`src/hw/rtl/msde_pkg.sv`:
```
// ----------------------------------------------------------------------------
// msde_pkg
// Shared types, character codes and helpers for the dot-stuffing encoder.
// ----------------------------------------------------------------------------
package msde_pkg;

  // Character codes
  localparam logic [7:0] CH_DOT = 8'h2E;
  localparam logic [7:0] CH_CR  = 8'h0D;
  localparam logic [7:0] CH_LF  = 8'h0A;

  // Input request kinds
  localparam logic KIND_BYTE = 1'b0;
  localparam logic KIND_END  = 1'b1;

  // Output step slots, sent lowest first
  localparam int STEP_COUNT = 8;
  localparam int STEP_W     = $clog2(STEP_COUNT);

  localparam logic [STEP_W-1:0] STEP_PRE_CR  = 3'd0;  // held CR released
  localparam logic [STEP_W-1:0] STEP_DOT_DBL = 3'd1;  // stuffed dot
  localparam logic [STEP_W-1:0] STEP_BYTE    = 3'd2;  // the body byte
  localparam logic [STEP_W-1:0] STEP_EOL_CR  = 3'd3;  // line end CR
  localparam logic [STEP_W-1:0] STEP_EOL_LF  = 3'd4;  // line end LF
  localparam logic [STEP_W-1:0] STEP_TRM_DOT = 3'd5;  // terminator dot
  localparam logic [STEP_W-1:0] STEP_TRM_CR  = 3'd6;  // terminator CR
  localparam logic [STEP_W-1:0] STEP_TRM_LF  = 3'd7;  // terminator LF

  // Command queue depth (power of two)
  localparam int QUEUE_DEPTH = 4;
  localparam int QPTR_W      = $clog2(QUEUE_DEPTH);
  localparam int QCNT_W      = QPTR_W + 1;

  typedef logic [STEP_COUNT-1:0] steps_t;

  typedef struct packed {
    steps_t     steps;
    logic [7:0] data;
  } cmd_t;

  // Position of the lowest set step
  function automatic logic [STEP_W-1:0] first_step(input steps_t m);
    logic [STEP_W-1:0] p;
    p = '0;
    for (int i = STEP_COUNT - 1; i >= 0; i--) begin
      if (m[i]) begin
        p = STEP_W'(i);
      end
    end
    return p;
  endfunction

  // Byte sent for a step slot
  function automatic logic [7:0] step_byte(input logic [STEP_W-1:0] pos,
                                           input logic [7:0] data);
    logic [7:0] b;
    case (pos)
      STEP_PRE_CR:  b = CH_CR;
      STEP_DOT_DBL: b = CH_DOT;
      STEP_BYTE:    b = data;
      STEP_EOL_CR:  b = CH_CR;
      STEP_EOL_LF:  b = CH_LF;
      STEP_TRM_DOT: b = CH_DOT;
      STEP_TRM_CR:  b = CH_CR;
      STEP_TRM_LF:  b = CH_LF;
      default:      b = data;
    endcase
    return b;
  endfunction

endpackage

```
`src/hw/rtl/msde_in_if.sv`:
```
// ----------------------------------------------------------------------------
// msde_in_if
// Input request channel: valid/ready with kind and body byte.
// ----------------------------------------------------------------------------
interface msde_in_if;
  logic       valid;
  logic       ready;
  logic       kind;
  logic [7:0] data;

  modport source (output valid, output kind, output data, input ready);
  modport sink   (input valid, input kind, input data, output ready);
endinterface

```
`src/hw/rtl/msde_out_if.sv`:
```
// ----------------------------------------------------------------------------
// msde_out_if
// Output request channel: valid/ready with one encoded byte.
// ----------------------------------------------------------------------------
interface msde_out_if;
  logic       valid;
  logic       ready;
  logic [7:0] out_byte;
  logic       run_last;

  modport source (output valid, output out_byte, output run_last, input ready);
  modport sink   (input valid, input out_byte, input run_last, output ready);
endinterface

```
`src/hw/rtl/msde_front.sv`:
```
// ----------------------------------------------------------------------------
// msde_front
// Accept requests, track line state and turn each into a step command.
// ----------------------------------------------------------------------------
module msde_front (
  input  logic                clk,
  input  logic                rst,
  msde_in_if.sink             item,
  input  logic                q_full,
  output logic                push,
  output msde_pkg::cmd_t      cmd
);

  logic at_line_start;
  logic cr_pending;
  logic at_line_start_next;
  logic cr_pending_next;
  logic accept;

  assign item.ready = !q_full;
  assign accept     = item.valid && item.ready;

  always_comb begin
    cmd.steps          = '0;
    cmd.data           = item.data;
    at_line_start_next = at_line_start;
    cr_pending_next    = cr_pending;
    if (item.kind == msde_pkg::KIND_END) begin
      cmd.steps[msde_pkg::STEP_EOL_CR]  = !at_line_start;
      cmd.steps[msde_pkg::STEP_EOL_LF]  = !at_line_start;
      cmd.steps[msde_pkg::STEP_TRM_DOT] = 1'b1;
      cmd.steps[msde_pkg::STEP_TRM_CR]  = 1'b1;
      cmd.steps[msde_pkg::STEP_TRM_LF]  = 1'b1;
      at_line_start_next = 1'b1;
      cr_pending_next    = 1'b0;
    end else if (item.data == msde_pkg::CH_LF) begin
      // drop any held CR, close the line
      cmd.steps[msde_pkg::STEP_EOL_CR] = 1'b1;
      cmd.steps[msde_pkg::STEP_EOL_LF] = 1'b1;
      at_line_start_next = 1'b1;
      cr_pending_next    = 1'b0;
    end else if (item.data == msde_pkg::CH_CR) begin
      // release the older CR, hold the new one
      cmd.steps[msde_pkg::STEP_PRE_CR] = cr_pending;
      at_line_start_next = 1'b0;
      cr_pending_next    = 1'b1;
    end else begin
      cmd.steps[msde_pkg::STEP_PRE_CR]  = cr_pending;
      cmd.steps[msde_pkg::STEP_DOT_DBL] = at_line_start && (item.data == msde_pkg::CH_DOT);
      cmd.steps[msde_pkg::STEP_BYTE]    = 1'b1;
      at_line_start_next = 1'b0;
      cr_pending_next    = 1'b0;
    end
  end

  // a held CR alone yields nothing
  assign push = accept && (cmd.steps != '0);

  always_ff @(posedge clk) begin
    if (rst) begin
      at_line_start <= 1'b1;
      cr_pending    <= 1'b0;
    end else if (accept) begin
      at_line_start <= at_line_start_next;
      cr_pending    <= cr_pending_next;
    end
  end

endmodule

```
`src/hw/rtl/msde_queue.sv`:
```
// ----------------------------------------------------------------------------
// msde_queue
// Short command queue between the front and the back.
// ----------------------------------------------------------------------------
module msde_queue (
  input  logic                clk,
  input  logic                rst,
  input  logic                push,
  input  msde_pkg::cmd_t      push_cmd,
  input  logic                pop,
  output logic                full,
  output logic                head_valid,
  output msde_pkg::cmd_t      head
);

  msde_pkg::cmd_t               entries [msde_pkg::QUEUE_DEPTH];
  logic [msde_pkg::QPTR_W-1:0]  wr_ptr;
  logic [msde_pkg::QPTR_W-1:0]  rd_ptr;
  logic [msde_pkg::QCNT_W-1:0]  count;
  logic [msde_pkg::QCNT_W-1:0]  count_next;

  assign full       = (count == msde_pkg::QCNT_W'(msde_pkg::QUEUE_DEPTH));
  assign head_valid = (count != '0);
  assign head       = entries[rd_ptr];

  always_comb begin
    count_next = count;
    if (push && !pop) begin
      count_next = count + msde_pkg::QCNT_W'(1);
    end else if (pop && !push) begin
      count_next = count - msde_pkg::QCNT_W'(1);
    end
  end

  always_ff @(posedge clk) begin
    if (push) begin
      entries[wr_ptr] <= push_cmd;
    end
  end

  always_ff @(posedge clk) begin
    if (rst) begin
      wr_ptr <= '0;
      rd_ptr <= '0;
      count  <= '0;
    end else begin
      if (push) begin
        wr_ptr <= wr_ptr + msde_pkg::QPTR_W'(1);
      end
      if (pop) begin
        rd_ptr <= rd_ptr + msde_pkg::QPTR_W'(1);
      end
      count <= count_next;
    end
  end

endmodule

```
`src/hw/rtl/msde_back.sv`:
```
// ----------------------------------------------------------------------------
// msde_back
// Walk command steps into an output register, one byte per cycle unless stalled.
// ----------------------------------------------------------------------------
module msde_back (
  input  logic                clk,
  input  logic                rst,
  input  logic                head_valid,
  input  msde_pkg::cmd_t      head,
  output logic                pop,
  msde_out_if.source          result
);

  msde_pkg::steps_t             work;
  logic [7:0]                   work_data;
  logic                         work_busy;
  msde_pkg::steps_t             src_steps;
  logic [7:0]                   src_data;
  msde_pkg::steps_t             rest;
  logic [msde_pkg::STEP_W-1:0]  pos;
  logic                         have;
  logic                         load;

  logic                         out_valid;
  logic [7:0]                   out_byte;
  logic                         run_last;

  assign work_busy = (work != '0);
  assign src_steps = work_busy ? work : head.steps;
  assign src_data  = work_busy ? work_data : head.data;
  assign have      = work_busy || head_valid;
  assign rest      = src_steps & (src_steps - msde_pkg::STEP_COUNT'(1));
  assign pos       = msde_pkg::first_step(src_steps);
  assign load      = !out_valid || result.ready;
  assign pop       = load && !work_busy && head_valid;

  always_ff @(posedge clk) begin
    if (load && have) begin
      out_byte  <= msde_pkg::step_byte(pos, src_data);
      run_last  <= (rest == '0);
      work_data <= src_data;
    end
  end

  always_ff @(posedge clk) begin
    if (rst) begin
      out_valid <= 1'b0;
      work      <= '0;
    end else if (load) begin
      out_valid <= have;
      if (have) begin
        work <= rest;
      end
    end
  end

  assign result.valid    = out_valid;
  assign result.out_byte = out_byte;
  assign result.run_last = run_last;

endmodule

```
`src/hw/rtl/message_dot_stuffing_encoder.sv`:
```
// ----------------------------------------------------------------------------
// message_dot_stuffing_encoder
// Mail body encoder: dot stuffing, CR LF line ends and the end terminator.
// ----------------------------------------------------------------------------
// Usage:
//   item   - input requests: kind 0 carries a body byte in data, kind 1 marks
//            the end of the body (data ignored).
//   result - encoded bytes, up to five per request (none for a held CR);
//            run_last flags the last byte caused by an input request.
// Path: with the block idle, an accepted input request is written into the
//   command queue at the accepting edge; its first byte is then loaded into
//   the output register that drives result.
// Throughput: one input request per cycle and one output byte per cycle while
//   result.ready is high. An input request causes up to five bytes; the
//   four-entry command queue and the step walker in the back absorb the extra
//   bytes, and item.ready falls only while that queue is full.
// Reset: rst is synchronous; it empties the queue, drops the output register
//   and returns to line start with no CR held.
// Stall: while result.ready is low the output byte is held, the back stops
//   and the queue keeps filling until full, then item.ready drops.
// ----------------------------------------------------------------------------
module message_dot_stuffing_encoder (
  input  logic        clk,
  input  logic        rst,
  msde_in_if.sink     item,
  msde_out_if.source  result
);

  logic            push;
  msde_pkg::cmd_t  push_cmd;
  logic            q_full;
  logic            pop;
  logic            head_valid;
  msde_pkg::cmd_t  head;

  // classify requests and keep the line state
  msde_front u_front (
    .clk    (clk),
    .rst    (rst),
    .item   (item),
    .q_full (q_full),
    .push   (push),
    .cmd    (push_cmd)
  );

  // decouple the two sides
  msde_queue u_queue (
    .clk        (clk),
    .rst        (rst),
    .push       (push),
    .push_cmd   (push_cmd),
    .pop        (pop),
    .full       (q_full),
    .head_valid (head_valid),
    .head       (head)
  );

  // emit bytes, one step a cycle while the output is not stalled
  msde_back u_back (
    .clk        (clk),
    .rst        (rst),
    .head_valid (head_valid),
    .head       (head),
    .pop        (pop),
    .result     (result)
  );

endmodule

```
`src/flat_wrapper.sv`:
```
// flat-port wrapper written by rule: the top's interface ports become plain ports
module message_dot_stuffing_encoder_flat 
  (clk, rst, item_valid, item_kind, item_data, item_ready, result_valid, result_out_byte, result_run_last, result_ready);
  msde_in_if item_i ();
  msde_out_if result_i ();
  input  logic clk;
  input  logic rst;
  input wire logic [$bits(item_i.valid)-1:0] item_valid;
  input wire logic [$bits(item_i.kind)-1:0] item_kind;
  input wire logic [$bits(item_i.data)-1:0] item_data;
  output wire logic [$bits(item_i.ready)-1:0] item_ready;
  output wire logic [$bits(result_i.valid)-1:0] result_valid;
  output wire logic [$bits(result_i.out_byte)-1:0] result_out_byte;
  output wire logic [$bits(result_i.run_last)-1:0] result_run_last;
  input wire logic [$bits(result_i.ready)-1:0] result_ready;
  assign item_i.valid = item_valid;
  assign item_i.kind = item_kind;
  assign item_i.data = item_data;
  assign item_ready = item_i.ready;
  assign result_valid = result_i.valid;
  assign result_out_byte = result_i.out_byte;
  assign result_run_last = result_i.run_last;
  assign result_i.ready = result_ready;
  message_dot_stuffing_encoder u_core (.clk(clk), .rst(rst), .item(item_i), .result(result_i));
endmodule
```
`config.mk`:
```
export PLATFORM = sky130hd
export DESIGN_NAME = message_dot_stuffing_encoder_flat
export DESIGN_NICKNAME = d
export VERILOG_FILES = /design/src/hw/rtl/msde_pkg.sv /design/src/hw/rtl/msde_in_if.sv /design/src/hw/rtl/msde_out_if.sv /design/src/hw/rtl/msde_front.sv /design/src/hw/rtl/msde_queue.sv /design/src/hw/rtl/msde_back.sv /design/src/hw/rtl/message_dot_stuffing_encoder.sv /design/src/flat_wrapper.sv
export SDC_FILE = /design/constraint.sdc
export NUM_CORES = 1
export LEC_CHECK = 0
export BUFFER_PORTS_ARGS = -buffer_cell sky130_fd_sc_hd__clkbuf_2
export CORE_MARGIN = 2
export CORE_UTILIZATION = 60
export CTS_CLUSTER_DIAMETER = 30
export CTS_CLUSTER_SIZE = 30
export DETAILED_ROUTE_END_ITERATION = 7
export PLACE_DENSITY = 0.79
export SKIP_CTS_REPAIR_TIMING = 1
export SYNTH_ARGS = -nofsm -noshare
export SYNTH_HDL_FRONTEND = slang
export SYNTH_SLANG_ARGS = --single-unit
```
`constraint.sdc`:
```
create_clock -name clk -period 4.8 [get_ports clk]
set_input_delay 0.96 -clock clk [delete_from_list [all_inputs] [get_ports clk]]
set_output_delay 0.96 -clock clk [all_outputs]
set_load 0.005 [all_outputs]
```
==> flow_metrics.env <==
export IMPL_crit_required_ps=5090
export IMPL_synth_top_area_share=0.542
export IMPL_relSlewSlack=0.371
export IMPL_instances_no_fill=384
export IMPL_die_w_um=83.8
export IMPL_min_path_type="reg -> reg"
export IMPL_worst_pin_slew_ps=942
export IMPL_nFillCells=452
export IMPL_critPathTopFamily="simple AND/OR/NAND/NOR gates"
export IMPL_cpPeakStageDelay_ps=620
export IMPL_track_usage=0.201
export IMPL_power_total_mw=2.96
export IMPL_routedWlPerCell_um=16.9
export IMPL_p_int_mw=1.84
export IMPL_worst_path_most_repeated_cell="a21oi_1"
export IMPL_grt_pass1_wl_mm=10.6
export IMPL_tritoncts="done"
export IMPL_final_area_um2=4190
export IMPL_switching_share=0.378
export IMPL_dpl_instance_area_um2=4000
export IMPL_fp_row_count=29
export IMPL_p_sw_mw=1.12
export IMPL_post_route_period_util=0.759
export IMPL_cp_start_kind="primary input"
export IMPL_area_sequential_um2=2450
export IMPL_ys_flop_type="edfxtp_1"
export IMPL_gp_congestion=0.791
export IMPL_tns_ps=0
export IMPL_skew_ps=10.2
export IMPL_postSynthAreaPerCell_um2=13.9
export IMPL_grt_max_degree=25
export IMPL_initial_core_util=0.613
export IMPL_cts_max_path_buffers=2
export IMPL_num_vias=2246
export IMPL_synth_area_top_cells="edfxtp_1 54%, dfxtp_1 9.9%, mux4_2 7.1%, nand2_1 3.1%, nor2_1 2.3%"
export IMPL_crit_fanout=7
export IMPL_max_freq_ghz=0.274
export IMPL_pre_cts_slack_ps=786
export IMPL_crit_type="in -> reg"
export IMPL_clkTransAtPathRegs_ps=90
export IMPL_period_minus_slack_ps=3640
export IMPL_ant_nets=0
export IMPL_fin_util=0.672
export IMPL_globalRouteOverflowTotal=0
export IMPL_drive_above_1_share=0.189
export IMPL_powerDensity_nw_per_um2=705
export IMPL_insertion_delay_ps=360
export IMPL_syn_inst=276
export IMPL_antenna_cells=0
export IMPL_maxSlewViolCount=0
export IMPL_yosys_warnings=0
export IMPL_p_comb_frac=0.426
export IMPL_ir_drop_mv=0.462
export IMPL_layout_nets=321
export IMPL_ys_types=54
export IMPL_wirelength_mm=6.50
export IMPL_cts_root_buffer="clkbuf_8"
export IMPL_die_area_um2=7030
export IMPL_multiInputGateArea_um2=1280
export IMPL_portBuffers=23
export IMPL_whs_ps=483
export IMPL_clock_sinks=88
export IMPL_setup_viol=0
export IMPL_fp_dieH_um=83.8
export IMPL_synthTopCellsByCount="69 x edfxtp_1, 32 x nand2_1, 23 x nor2_1"
export IMPL_antenna_found_initial=0
export IMPL_reg2reg_from="u_core.u_back.work[7]$_SDFFE_PP0P_"
export IMPL_drc=0
export IMPL_dp_hpwl_mm=4.41
export IMPL_core_area_um2=6240
export IMPL_rsz0062_at_grt="false"
export IMPL_ys_seq_area_frac=0.641
export IMPL_async_reset_ff_frac=0
export IMPL_drt_iter0_drc=146
export IMPL_pwr_share_clk=0.170
export IMPL_critPathCaptureType="flop"
export IMPL_numCtsBuffers=9
export IMPL_crit_path_top_delay_cell="nor4b_1"
export IMPL_synthesis_area_um2=3820
export IMPL_status="finished clean"
export IMPL_path_cells="clkbuf_2 > nor4b_1 > a41oi_1 > nor2b_1 > a21oi_1 > ha_1 > inv_1 > fa_1 > xor2_1 > or3_1 > a21oi_1"
export IMPL_firstDrtPassIters=4
export IMPL_area_growth_pct=9.62
export IMPL_cap_viol_max_count=0
export IMPL_critPathArrivalTime_ps=3930
export IMPL_worstHoldStart="u_core.u_front.at_line_start$_SDFFE_PP1P_"
export IMPL_synth_edf_count=69
export IMPL_synth_seq_cells=88
export IMPL_yosysTopAreaCell="edfxtp_1"
export IMPL_vias_per_cell=5.85
export IMPL_worst_slack_ps=1160
export IMPL_ioPinCount=24
export IMPL_power_frac_seq=0.405
export IMPL_final_hold_viol_count=0
export IMPL_p_leak_nw=1.53
export IMPL_startpoint="item_data[4]"
export IMPL_crit_buf_inv=2
export IMPL_dp_cells=368
export IMPL_cts_htree_levels=3
export IMPL_synth_most_common_cell="edfxtp_1"
export IMPL_synth_nets=295
export IMPL_grt_pass1_vias=2143
## final cells by class
class                   count  share of cell area
flip-flops and latches     88               0.585
multi-input cells         165               0.305
clock buffers               9              0.0295
repair buffers             23              0.0275
well taps                  77              0.0230
clock inverters             7              0.0167
inverters                  15              0.0134
## registers in the layout (all words and copies together) (netlist names), named ones only
| signal | cells |
|---|---|
| u_core.u_back.work_data | 8 |
| u_core.u_back.result.run_last | 1 |
| u_core.u_queue.count | 3 |
| u_core.u_back.result.valid | 1 |
| u_core.u_front.at_line_start | 1 |
| u_core.u_queue.wr_ptr | 2 |
| u_core.u_queue.rd_ptr | 2 |
| u_core.u_back.work | 7 |
| u_core.u_queue.entries | 52 |
| u_core.u_back.result.out_byte | 8 |
| u_core.u_front.cr_pending | 1 |
## layer usage
layer  GRT usage  routed length, µm
met3      0.0673                344
met2       0.305               3150
met4      0.0777                104
met5           0                  0
met1       0.271               2900
## worst paths after layout
kind	cells past startpoint	slack [ps]	end
max	11	1160	u_core.u_queue.count[2]$_SDFFE_PP0P_
min	1	480	u_core.u_front.at_line_start$_SDFFE_PP1P_
max reg2reg	6	1510	u_core.u_back.work[5]$_SDFFE_PP0P_
min reg2reg	1	480	u_core.u_front.at_line_start$_SDFFE_PP1P_
## worst register-to-register path, delay by kind of cell (launching register included)
kind,cells,cell delay [ps]
AO/OA/AOI/OAI,2,630
buffers and inverters,1,730
AND/OR/NAND/NOR,3,1430
flip-flops,1,370
## placed cells by master, fill, tap and decap left out, drive strengths merged, types with 2 or more instances in the layout
cell type and count:
edfxtp 69, nand2 32, clkbuf 32, nor2 23, dfxtp 19, inv 15
mux4 13, a21oi 11, nand3 7, nor3 6, clkinv 6, and2 5
ha 5, nor2b 4, o211a 4, a31oi 4, xor2 4, nand2b 4
o21ai 4, a211oi 3, mux2i 3, or3 2, or2 2, xnor2 2
a211o 2, o211ai 2, a221oi 2, nor4b 2, a41oi 2, o31ai 2
a21boi 2
## power groups by stage
stage                     sequential, mW  combinational, mW  clock, mW
after detailed placement            1.22               1.25          0
final                               1.20               1.26      0.501
after global routing                1.22               1.40      0.541
after CTS                           1.20               1.26      0.515
after floorplan                     1.18               1.01          0
after global placement              1.21               1.22          0
## kinds of logic (layout without fill, tap and decap cells)
group | count (synthesis) | count (layout) | share of synthesized area
AO/OA/AOI/OAI | 45 | 45 | 0.0906
XOR/XNOR | 6 | 6 | 0.0137
adder cells (fa/ha/maj) | 6 | 6 | 0.0216
buffers and inverters | 23 | 54 | 0.0245
flip-flops | 88 | 88 | 0.641
multiplexers | 16 | 16 | 0.0854
AND/OR/NAND/NOR | 92 | 92 | 0.123
(Power assumes the default switching activity.)
